$ cat src/trivium_stream_cipher_core_defines.svh
// ----------------------------------------------------------------------------
// Trivium stream cipher core - assertion macros
// Concurrent check macros; they compile to nothing when SYNTH is defined.
// ----------------------------------------------------------------------------
`ifndef TRIVIUM_STREAM_CIPHER_CORE_DEFINES_SVH
`define TRIVIUM_STREAM_CIPHER_CORE_DEFINES_SVH

`ifndef SYNTH
// cond must hold at every clock edge outside reset
`define TSC_ASSERT(label, cond) \
    label: assert property (@(posedge clk) disable iff (!rst_n) (cond)) \
        else $error("tsc check failed");
// cons must hold in the cycle after ante
`define TSC_ASSERT_NEXT(label, ante, cons) \
    label: assert property (@(posedge clk) disable iff (!rst_n) (ante) |=> (cons)) \
        else $error("tsc sequence check failed");
`else
`define TSC_ASSERT(label, cond)
`define TSC_ASSERT_NEXT(label, ante, cons)
`endif

`endif

$ cat src/tsc_pkg.sv
// ----------------------------------------------------------------------------
// tsc_pkg
// Shared types, constants and the unrolled Trivium round function.
// ----------------------------------------------------------------------------
`default_nettype none

package tsc_pkg;

    localparam int STATE_W = 288;
    localparam int KEY_W   = 80;
    localparam int IV_POS  = 93;   // s94 sits at bit 93
    localparam int ROUNDS_PER_STEP = 8;

    localparam logic [1:0] REG_KEY_LOW  = 2'd0;
    localparam logic [1:0] REG_KEY_HIGH = 2'd1;
    localparam logic [1:0] REG_IV_LOW   = 2'd2;
    localparam logic [1:0] REG_IV_HIGH  = 2'd3;

    typedef enum logic [1:0] {
        S_PENDING,  // init pending, waiting for first byte of a message
        S_WARM,     // warm-up rounds
        S_EMIT,     // deliver the byte held during warm-up
        S_RUN       // one byte per cycle while the output register can take a result
    } ctrl_state_t;

    typedef struct packed {
        logic load;       // capture input transaction, load key/IV into state
        logic step;       // advance state by eight rounds, no output
        logic emit_hold;  // eight rounds, output from held byte
        logic emit_in;    // eight rounds, output from input byte
    } dp_cmd_t;

    typedef struct packed {
        logic out_free;   // output register can take a result this cycle
        logic hold_last;  // held byte closes its message
    } dp_status_t;

    typedef struct packed {
        logic [STATE_W-1:0] st;
        logic [7:0]         ks;
    } rounds_t;

    // Eight Trivium rounds; bit s(k) lives at index k-1.
    // Keystream bit of round i goes to ks[i].
    function automatic rounds_t trv_rounds8(input logic [STATE_W-1:0] s);
        rounds_t            r;
        logic [STATE_W-1:0] st;
        logic               t1;
        logic               t2;
        logic               t3;
        logic               a;
        logic               b;
        logic               c;
        st   = s;
        r.ks = '0;
        for (int i = 0; i < ROUNDS_PER_STEP; i++)
        begin
            t1 = st[65] ^ st[92];
            t2 = st[161] ^ st[176];
            t3 = st[242] ^ st[287];
            r.ks[i] = t1 ^ t2 ^ t3;
            a  = t1 ^ (st[90] & st[91]) ^ st[170];
            b  = t2 ^ (st[174] & st[175]) ^ st[263];
            c  = t3 ^ (st[285] & st[286]) ^ st[68];
            st = {st[STATE_W-2:0], c};
            st[93]  = a;
            st[177] = b;
        end
        r.st = st;
        return r;
    endfunction

endpackage

`default_nettype wire

$ cat src/tsc_ctrl.sv
// ----------------------------------------------------------------------------
// tsc_ctrl
// Sequencer: message init, warm-up count and input/output flow control.
// ----------------------------------------------------------------------------
`default_nettype none
`include "trivium_stream_cipher_core_defines.svh"

module tsc_ctrl
    import tsc_pkg::*;
#(
    parameter int WARMUP_ROUNDS = 1152
)
(
    input  wire logic       clk,
    input  wire logic       rst_n,
    input  wire logic       in_valid,
    input  wire logic       last_byte,
    output logic            in_stall,
    output dp_cmd_t         cmd,
    input  wire dp_status_t status
);

    localparam int WARM_STEPS = WARMUP_ROUNDS / ROUNDS_PER_STEP;
    localparam int CNT_W      = (WARM_STEPS > 1) ? $clog2(WARM_STEPS) : 1;
    localparam logic [CNT_W-1:0] CNT_LAST = CNT_W'(WARM_STEPS - 1);

    ctrl_state_t      state_reg;
    ctrl_state_t      state_next;
    logic [CNT_W-1:0] cnt_reg;
    logic [CNT_W-1:0] cnt_next;

    always_ff @(posedge clk or negedge rst_n)
    begin
        if (!rst_n)
        begin
            state_reg <= S_PENDING;
            cnt_reg   <= '0;
        end
        else
        begin
            state_reg <= state_next;
            cnt_reg   <= cnt_next;
        end
    end

    // next state
    always_comb
    begin
        state_next = state_reg;
        cnt_next   = cnt_reg;
        case (state_reg)
            S_PENDING:
            begin
                cnt_next = '0;
                if (in_valid)
                    state_next = S_WARM;
            end
            S_WARM:
            begin
                cnt_next = cnt_reg + 1'b1;
                if (cnt_reg == CNT_LAST)
                    state_next = S_EMIT;
            end
            S_EMIT:
            begin
                if (status.out_free)
                    state_next = status.hold_last ? S_PENDING : S_RUN;
            end
            S_RUN:
            begin
                if (in_valid && status.out_free && last_byte)
                    state_next = S_PENDING;
            end
            default:
            begin
                state_next = S_PENDING;
            end
        endcase
    end

    // outputs
    always_comb
    begin
        in_stall = 1'b1;
        cmd      = '0;
        case (state_reg)
            S_PENDING:
            begin
                in_stall = 1'b0;
                cmd.load = in_valid;
            end
            S_WARM:
            begin
                cmd.step = 1'b1;
            end
            S_EMIT:
            begin
                cmd.emit_hold = status.out_free;
            end
            S_RUN:
            begin
                in_stall    = !status.out_free;
                cmd.emit_in = in_valid && status.out_free;
            end
            default:
            begin
                in_stall = 1'b1;
            end
        endcase
    end

    `TSC_ASSERT(a_emit_needs_room, (cmd.emit_in || cmd.emit_hold) |-> status.out_free)
    `TSC_ASSERT_NEXT(a_load_starts_warm, cmd.load, (state_reg == S_WARM) && (cnt_reg == '0))
    `TSC_ASSERT_NEXT(a_warm_ends, (state_reg == S_WARM) && (cnt_reg == CNT_LAST),
                     state_reg == S_EMIT)
    `TSC_ASSERT_NEXT(a_last_reinit, cmd.emit_in && last_byte, state_reg == S_PENDING)

endmodule

`default_nettype wire

$ cat src/tsc_datapath.sv
// ----------------------------------------------------------------------------
// tsc_datapath
// Key/IV registers, 288-bit cipher state, eight-round unit and result register.
// ----------------------------------------------------------------------------
`default_nettype none

module tsc_datapath
    import tsc_pkg::*;
(
    input  wire logic        clk,
    input  wire logic        rst_n,
    input  wire logic        cfg_write,
    input  wire logic [1:0]  cfg_index,
    input  wire logic [63:0] cfg_data,
    input  wire logic [7:0]  data_byte,
    input  wire logic        last_byte,
    input  wire dp_cmd_t     cmd,
    output dp_status_t       status,
    output logic             out_valid,
    input  wire logic        out_stall,
    output logic [7:0]       out_byte,
    output logic             out_last
);

    logic [63:0]        key_low_reg;
    logic [15:0]        key_high_reg;
    logic [63:0]        iv_low_reg;
    logic [15:0]        iv_high_reg;
    logic [STATE_W-1:0] state_reg;
    logic [STATE_W-1:0] state_next;
    logic [7:0]         hold_byte_reg;
    logic               hold_last_reg;
    logic               out_valid_reg;
    logic               out_valid_next;
    logic [7:0]         out_byte_reg;
    logic [7:0]         out_byte_next;
    logic               out_last_reg;
    logic               out_last_next;
    logic [STATE_W-1:0] init_state;
    rounds_t            rnd;
    logic               emit;

    always_ff @(posedge clk or negedge rst_n)
    begin
        if (!rst_n)
        begin
            key_low_reg  <= '0;
            key_high_reg <= '0;
            iv_low_reg   <= '0;
            iv_high_reg  <= '0;
        end
        else if (cfg_write)
        begin
            case (cfg_index)
                REG_KEY_LOW:  key_low_reg  <= cfg_data;
                REG_KEY_HIGH: key_high_reg <= cfg_data[15:0];
                REG_IV_LOW:   iv_low_reg   <= cfg_data;
                REG_IV_HIGH:  iv_high_reg  <= cfg_data[15:0];
                default:      key_low_reg  <= key_low_reg;
            endcase
        end
    end

    // key at s1..s80, IV at s94..s173, ones at s286..s288
    always_comb
    begin
        init_state = '0;
        init_state[KEY_W-1:0]                 = {key_high_reg, key_low_reg};
        init_state[IV_POS+KEY_W-1:IV_POS]     = {iv_high_reg, iv_low_reg};
        init_state[STATE_W-1:STATE_W-3]       = 3'b111;
    end

    assign rnd  = trv_rounds8(state_reg);
    assign emit = cmd.emit_in || cmd.emit_hold;

    always_comb
    begin
        state_next = state_reg;
        if (cmd.load)
            state_next = init_state;
        else if (cmd.step || emit)
            state_next = rnd.st;
    end

    always_comb
    begin
        out_valid_next = out_valid_reg && out_stall;
        out_byte_next  = out_byte_reg;
        out_last_next  = out_last_reg;
        if (cmd.emit_in)
        begin
            out_valid_next = 1'b1;
            out_byte_next  = data_byte ^ rnd.ks;
            out_last_next  = last_byte;
        end
        else if (cmd.emit_hold)
        begin
            out_valid_next = 1'b1;
            out_byte_next  = hold_byte_reg ^ rnd.ks;
            out_last_next  = hold_last_reg;
        end
    end

    always_ff @(posedge clk or negedge rst_n)
    begin
        if (!rst_n)
            out_valid_reg <= 1'b0;
        else
            out_valid_reg <= out_valid_next;
    end

    always_ff @(posedge clk)
    begin
        state_reg    <= state_next;
        out_byte_reg <= out_byte_next;
        out_last_reg <= out_last_next;
        if (cmd.load)
        begin
            hold_byte_reg <= data_byte;
            hold_last_reg <= last_byte;
        end
    end

    assign status.out_free  = !out_valid_reg || !out_stall;
    assign status.hold_last = hold_last_reg;

    assign out_valid = out_valid_reg;
    assign out_byte  = out_byte_reg;
    assign out_last  = out_last_reg;

endmodule

`default_nettype wire

$ cat src/trivium_stream_cipher_core.sv
// ----------------------------------------------------------------------------
// trivium_stream_cipher_core
// Trivium (80-bit key, 80-bit IV) byte stream encrypt/decrypt engine.
// ----------------------------------------------------------------------------
// Each input transaction carries one byte; the core returns that byte XORed
// with the next eight keystream bits (first keystream bit in bit 0) and a
// copy of its last flag. The first transaction of a message (after reset or
// after a transaction with last_byte set) is taken at once and held while
// the state is loaded from the key/IV registers and warmed up: WARMUP_ROUNDS
// rounds at eight rounds per clock, after which the emit state delivers its
// result. After that one byte is accepted per cycle as long as the output
// register can take a result; the eight-round unit on the 288-bit state
// register sets that rate.
// A registered output stage lets the next byte in while the current result
// is still waiting, as long as out_stall is low. Key and IV registers are
// written through cfg_write/cfg_index/cfg_data (index 0 key_low, 1 key_high,
// 2 iv_low, 3 iv_high; high halves keep data bits 15:0) and are read only
// when a new message starts.
// ----------------------------------------------------------------------------
`default_nettype none

module trivium_stream_cipher_core
    import tsc_pkg::*;
#(
    parameter int WARMUP_ROUNDS = 1152
)
(
    input  wire logic        clk,
    input  wire logic        rst_n,
    // configuration write port
    input  wire logic        cfg_write,
    input  wire logic [1:0]  cfg_index,
    input  wire logic [63:0] cfg_data,
    // input channel
    input  wire logic        in_valid,
    output logic             in_stall,
    input  wire logic [7:0]  data_byte,
    input  wire logic        last_byte,
    // output channel
    output logic             out_valid,
    input  wire logic        out_stall,
    output logic [7:0]       out_byte,
    output logic             out_last
);

    dp_cmd_t    cmd;     // controller -> datapath
    dp_status_t status;  // datapath -> controller

    // Sequencer: pending/warm-up/emit/run, warm-up counter.
    tsc_ctrl #(
        .WARMUP_ROUNDS (WARMUP_ROUNDS)
    ) u_ctrl (
        .clk       (clk),
        .rst_n     (rst_n),
        .in_valid  (in_valid),
        .last_byte (last_byte),
        .in_stall  (in_stall),
        .cmd       (cmd),
        .status    (status)
    );

    // State register, round unit, key/IV registers and result register.
    tsc_datapath u_datapath (
        .clk       (clk),
        .rst_n     (rst_n),
        .cfg_write (cfg_write),
        .cfg_index (cfg_index),
        .cfg_data  (cfg_data),
        .data_byte (data_byte),
        .last_byte (last_byte),
        .cmd       (cmd),
        .status    (status),
        .out_valid (out_valid),
        .out_stall (out_stall),
        .out_byte  (out_byte),
        .out_last  (out_last)
    );

endmodule

`default_nettype wire
$ cat config.mk
export PLATFORM = sky130hd
export DESIGN_NAME = trivium_stream_cipher_core
export DESIGN_NICKNAME = d
export VERILOG_FILES = /design/src/tsc_pkg.sv /design/src/tsc_ctrl.sv /design/src/tsc_datapath.sv /design/src/trivium_stream_cipher_core.sv
export VERILOG_INCLUDE_DIRS = /design/src /design/src/src
export SDC_FILE = /design/constraint.sdc
export NUM_CORES = 1
export LEC_CHECK = 0
export BUFFER_PORTS_ARGS = -buffer_cell sky130_fd_sc_hd__buf_2
export CAP_MARGIN = 20
export CORE_UTILIZATION = 52
export CTS_CLUSTER_DIAMETER = 30
export CTS_CLUSTER_SIZE = 12
export DETAILED_ROUTE_END_ITERATION = 7
export PLACE_DENSITY = 0.69
export SYNTH_ARGS = -nofsm -noshare
export SYNTH_HDL_FRONTEND = slang
export SYNTH_SLANG_ARGS = --single-unit
$ cat constraint.sdc
create_clock -name clk -period 5.69 [get_ports clk]
set_clock_uncertainty 0.2 [all_clocks]
set_input_delay 1.138 -clock clk [delete_from_list [all_inputs] [get_ports clk]]
set_output_delay 1.138 -clock clk [all_outputs]
set_load 0.03 [all_outputs]
# After elaboration in Yosys (flattened, before gate mapping)
# Index checks and enable logic that the tools add are counted.
# word_totals
regBits,477
inputBits,80
out_inout_bits,11
wordCells,178
# classes
addsub,1
n_eq_ne,11
mux,20
n_bitwise,114
reduce_logical,19
# op_table
op,count
two-way mux 173 bit,2
XOR 1 bit,88
AND 1 bit,24
two-way mux 8 bit,2
one-hot mux 8 bit (2 select lines),1
XOR 8 bit,2
two-way mux 2 bit,5
"adder 8 x 1 -> 8 bit, second input constant",1
"== test 2 bit, second input constant",4
"== test 8 bit, second input constant",1
two-way mux 1 bit,8
one-hot mux 2 bit (4 select lines),1
AND reduction 2 bit,4
"inequality test 2 x 1 -> 1 bit, second input constant",3
nonzero test 2 bit,3
"== test 2 x 1 -> 1 bit, second input constant",2
zero test 2 bit,2
AND reduction 4 bit,1
logical AND 1 bit,3
zero test 1 bit,3
logical OR 1 bit,3
"inequality test 2 bit, second input constant",1
one-hot mux 1 bit (2 select lines),1

# Depth between registers and ports, before layout
# logic_depth
word_depth,8
ltp_mapped,7
mapped_depth_nobuf,5

# By module
# From an unflattened synthesis, not the netlist that was laid out.
# hier_totals
hier_cells,1199
area_unflattened_um2,18453.9
# modules_own_cells
mod,instances,cells_per_inst,area_each_um2,seq_area_each_um2
tsc_datapath,1,1136,17843.4,11936.4
tsc_ctrl,1,63,610.6,250.2

# Worst setup path after synthesis
# Ideal clock, no wire load.
# synth_timing
kind,input -> register
startpoint,in out_stall
endpoint,reg u_datapath.state_reg[0] (enable)
setup_ps,453
arrival_ps,3757
required_time_ps,5037
setup_slack_ps,1280
stages,6
path_buffers,2
path_cell_list,nand2_1 -> nand2_1 -> a21oi_1 -> buf_4 -> buf_4 -> or2_2
# synth_between
elab_chain_len,7
elab_cells_between_ends,8
classes_between,mux: 2; reduce/logical: 6
# synth_lines
element,line_no,text
"start, declared",trivium_stream_cipher_core.sv:41,"input wire logic out_stall,"
zero test 1 bit *,tsc_datapath.sv:124,assign status.out_free = !out_valid_reg || !out_stall;
logical OR 1 bit *,tsc_datapath.sv:124,
logical AND 1 bit,tsc_ctrl.sv:103,cmd.emit_in = in_valid && status.out_free;
two-way mux 1 bit,tsc_ctrl.sv:86,case (state_reg)
logical OR 1 bit *,tsc_datapath.sv:74,assign emit = cmd.emit_in || cmd.emit_hold;
logical OR 1 bit *,tsc_datapath.sv:81,else if (cmd.step || emit)
nonzero test 2 bit (no source line) *,-,
"end signal, assigned",tsc_datapath.sv:114,state_reg <= state_next;
"end, declared",tsc_datapath.sv:29,logic [STATE_W-1:0] state_reg;
# Mark *: on every way between the ends. The rest lies on a longest branch, timed or not.
# A chain may end at the register's enable or synchronous reset.

# Final worst setup path
# layout_timing
startpoint,reg u_ctrl.state_reg[1]
endpoint,reg u_datapath.state_reg[138] (enable)
# layout_between
elab_chain_len,5
elab_cells_between_ends,11
classes_between,eq/ne: 3; mux: 4; reduce/logical: 4
# layout_lines
element,line_no,text
"start, declared",tsc_ctrl.sv:27,ctrl_state_t state_reg;
"start signal, assigned",tsc_ctrl.sv:41,state_reg <= state_next;
== test 2 bit,tsc_ctrl.sv:86,
two-way mux 1 bit,tsc_ctrl.sv:86,
logical OR 1 bit,tsc_datapath.sv:74,
logical OR 1 bit,tsc_datapath.sv:81,
nonzero test 2 bit (no source line) *,-,
# Marks and branches as above.

==> impl_metrics.json <==
{
  "final_core_util_pct": 63.7,
  "leakagePower_nw": 10.3,
  "yosysWarnings": 0,
  "relSlewSlack_pct": 27.4,
  "path_clk_slew_ns": 0.05,
  "powerDensity_nw_per_um2": 710,
  "start_util_pct": 53.0,
  "setup_viol": 0,
  "critical_path_class": "flip-flop to flip-flop",
  "min_period_ns": 3.50,
  "dieArea_um2": 38200,
  "finalNetCount": 1601,
  "end_kind": "flip-flop",
  "rows": 70,
  "avgSynthCellArea_um2": 13.8,
  "drc": 0,
  "antenna_found_initial": 1,
  "via_per_inst": 5.53,
  "syn-num-nets": 1485,
  "r2r-end": "u_datapath.state_reg[138]",
  "ys_seq_area_share_pct": 62.7,
  "hold_viol": 0,
  "hold_depth": 2,
  "dp_hpwl_um": 25600,
  "cts_buffer_depth": 3,
  "die_h_um": 195,
  "ys_top_cells_by_area": "edfxtp_1 (27%), dfrtp_1 (22%), dfxtp_1 (13%)",
  "clock_latency_ns": 0.60,
  "cp.arrival_ns": 3.55,
  "firstDrtPassIters": 5,
  "synth_cells": 1404,
  "wl_met1_um": 18900,
  "via_count": 11400,
  "rr_worst_depth": 5,
  "topRoutingLayerUsed": "met4",
  "crit_fanout": 91,
  "worstReg2RegStart": "u_ctrl.state_reg[1]",
  "syn-cell-area_um2": 19400,
  "max_freq_mhz": 286,
  "worst_pin_slew_ns": 1.09,
  "finalMaxSlewViolations": 0,
  "crit_path_start": "u_ctrl.state_reg[1]",
  "io_buffers": 90,
  "synth_flop_cell": "edfxtp_1",
  "cts_buffers": 93,
  "reg2reg_slack_ns": 2.19,
  "placed_cell_area_um2": 20100,
  "final_area_um2": 23400,
  "place_congestion": 0.792,
  "grt_max_degree": 143,
  "routed_wl_um": 42100,
  "ctsResizeCount": 0,
  "cp-start-kind": "flip-flop",
  "power_mw": 16.6,
  "synth_seq_cells": 477,
  "largest_reg_flops": 288,
  "worst_ir_drop_vdd_mv": 0.346,
  "max_cap_viol_count": 0,
  "ys_types": 38,
  "ant_nets": 0,
  "synth_area_leader_cell": "edfxtp_1",
  "hold_class": "flip-flop to flip-flop",
  "drive_gt1_share_pct": 30.6,
  "met3_length_um": 2230,
  "io_pins": 91,
  "cts_tree": "done",
  "grt_pass1_vias": 11700,
  "grt_overflow": 0,
  "postCtsSetupRepairBufs": 0,
  "setup_tns_ns": 0,
  "cts-htree-levels": 3,
  "rsz0062_at_grt": "false",
  "whs_ns": 0.242,
  "cp.required_ns": 5.74,
  "holdBufCountCts": 0,
  "drt_iter0_drc": 784,
  "grt_pass1_wl_um": 66200,
  "async_reset_ff_share_pct": 35.8,
  "synth-edff-count": 178,
  "core_um2": 36700,
  "period_share_pct": 61.5,
  "fill_cells": 2720,
  "status": "completed",
  "track_usage_pct": 22.7,
  "wl_per_cell_um": 20.4,
  "area_growth_pct": 20.3,
  "cp-endpoint": "u_datapath.state_reg[138]",
  "wl_met2_um": 20100,
  "synth_top_area_share_pct": 27.5,
  "numClockSinks": 477,
  "root_buffer": "clkbuf_16",
  "die_width_um": 195
}
## cells in the final DEF (no fill, tap or decap), types with 10 or more instances in the layout
cell type and instances:
edfxtp_1 178, mux2_2 213, dfrtp_1 171, nor2_1 64
clkinv_4 15, clkinvlp_4 10, a22o_1 161, buf_2 89
nand2_1 113, buf_4 12, xnor2_1 90, bufinv_16 14
clkinv_2 13, inv_1 70, mux2i_1 86, dfxtp_1 128
inv_6 14, clkbuf_16 95
## final cells by class
| class | instances | area [um^2] | share of cell area [%] |
|---|---|---|---|
| Multi-Input combinational cell | 773 | 6450 | 27.6 |
| Clock inverter | 71 | 858 | 3.67 |
| Tap cell | 468 | 586 | 2.50 |
| Sequential cell | 477 | 12200 | 52.1 |
| Inverter | 71 | 272 | 1.16 |
| Timing Repair Buffer | 104 | 587 | 2.51 |
| Clock buffer | 104 | 2440 | 10.4 |
| Antenna cell | 1 | 2.50 | 0.0107 |
## critical path, stage by stage, from the launching register on
cell and delay, ns:
dfrtp_1 0.60, nor2_2 0.41, nand2_2 0.15, inv_6 0.55, or2_4 0.67, buf_4 0.49
## logic make-up after synthesis
logic type	Yosys count	share of synthesized area, %
DFF	477	62.7
muxes	299	16.8
and+or+nand+nor	200	4.14
AOI/OAI and AO/OA	175	7.70
buffers and inverters	154	4.24
xor gates and xnor gates	98	4.41
adders and majority gates	1	0.0643
## how the worst min path moves through the flow
stage                              startpoint                         to  slack [ns]
floorplan           u_datapath.state_reg[177]  u_datapath.state_reg[177]        0.23
finish              u_datapath.state_reg[269]  u_datapath.state_reg[277]        0.24
global placement    u_datapath.state_reg[215]  u_datapath.state_reg[215]        0.24
CTS                 u_datapath.state_reg[269]  u_datapath.state_reg[277]        0.25
global route        u_datapath.state_reg[208]  u_datapath.state_reg[216]        0.27
detailed placement  u_datapath.state_reg[269]  u_datapath.state_reg[277]        0.24
## per-stage QoR
step	std cells	setup WS, ns
floorplan	1404	1.28
global placement	1893	1.77
detailed placement	1893	1.73
CTS	2068	2.16
global route	2069	1.98
finish	2069	2.19
## report_power, final
part / switching, mW / internal, mW
Sequential: 0.824 / 5.39
Combinational: 2.53 / 2.21
Clock: 1.89 / 3.77
## Yosys cell counts (4+ instances only)
master and n:
inv_1 70, nor2_1 64, edfxtp_1 178, buf_2 41, mux2_2 213, xnor2_1 90, nand2_1 114, o21ai_0 7
clkbuf_1 12, dfrtp_1 171, dfxtp_1 128, xor2_1 8, buf_4 9, a22o_1 161, nor3_1 4, mux2i_1 86
buf_6 20
## metal layers
metal	global-route usage, %	vias up
met1	30.7	5778
met5	0	-
met3	5.16	71
met4	8.11	0
met2	36.1	302
li1	-	5284
No activity file was read; power rests on OpenSTA's default activity.
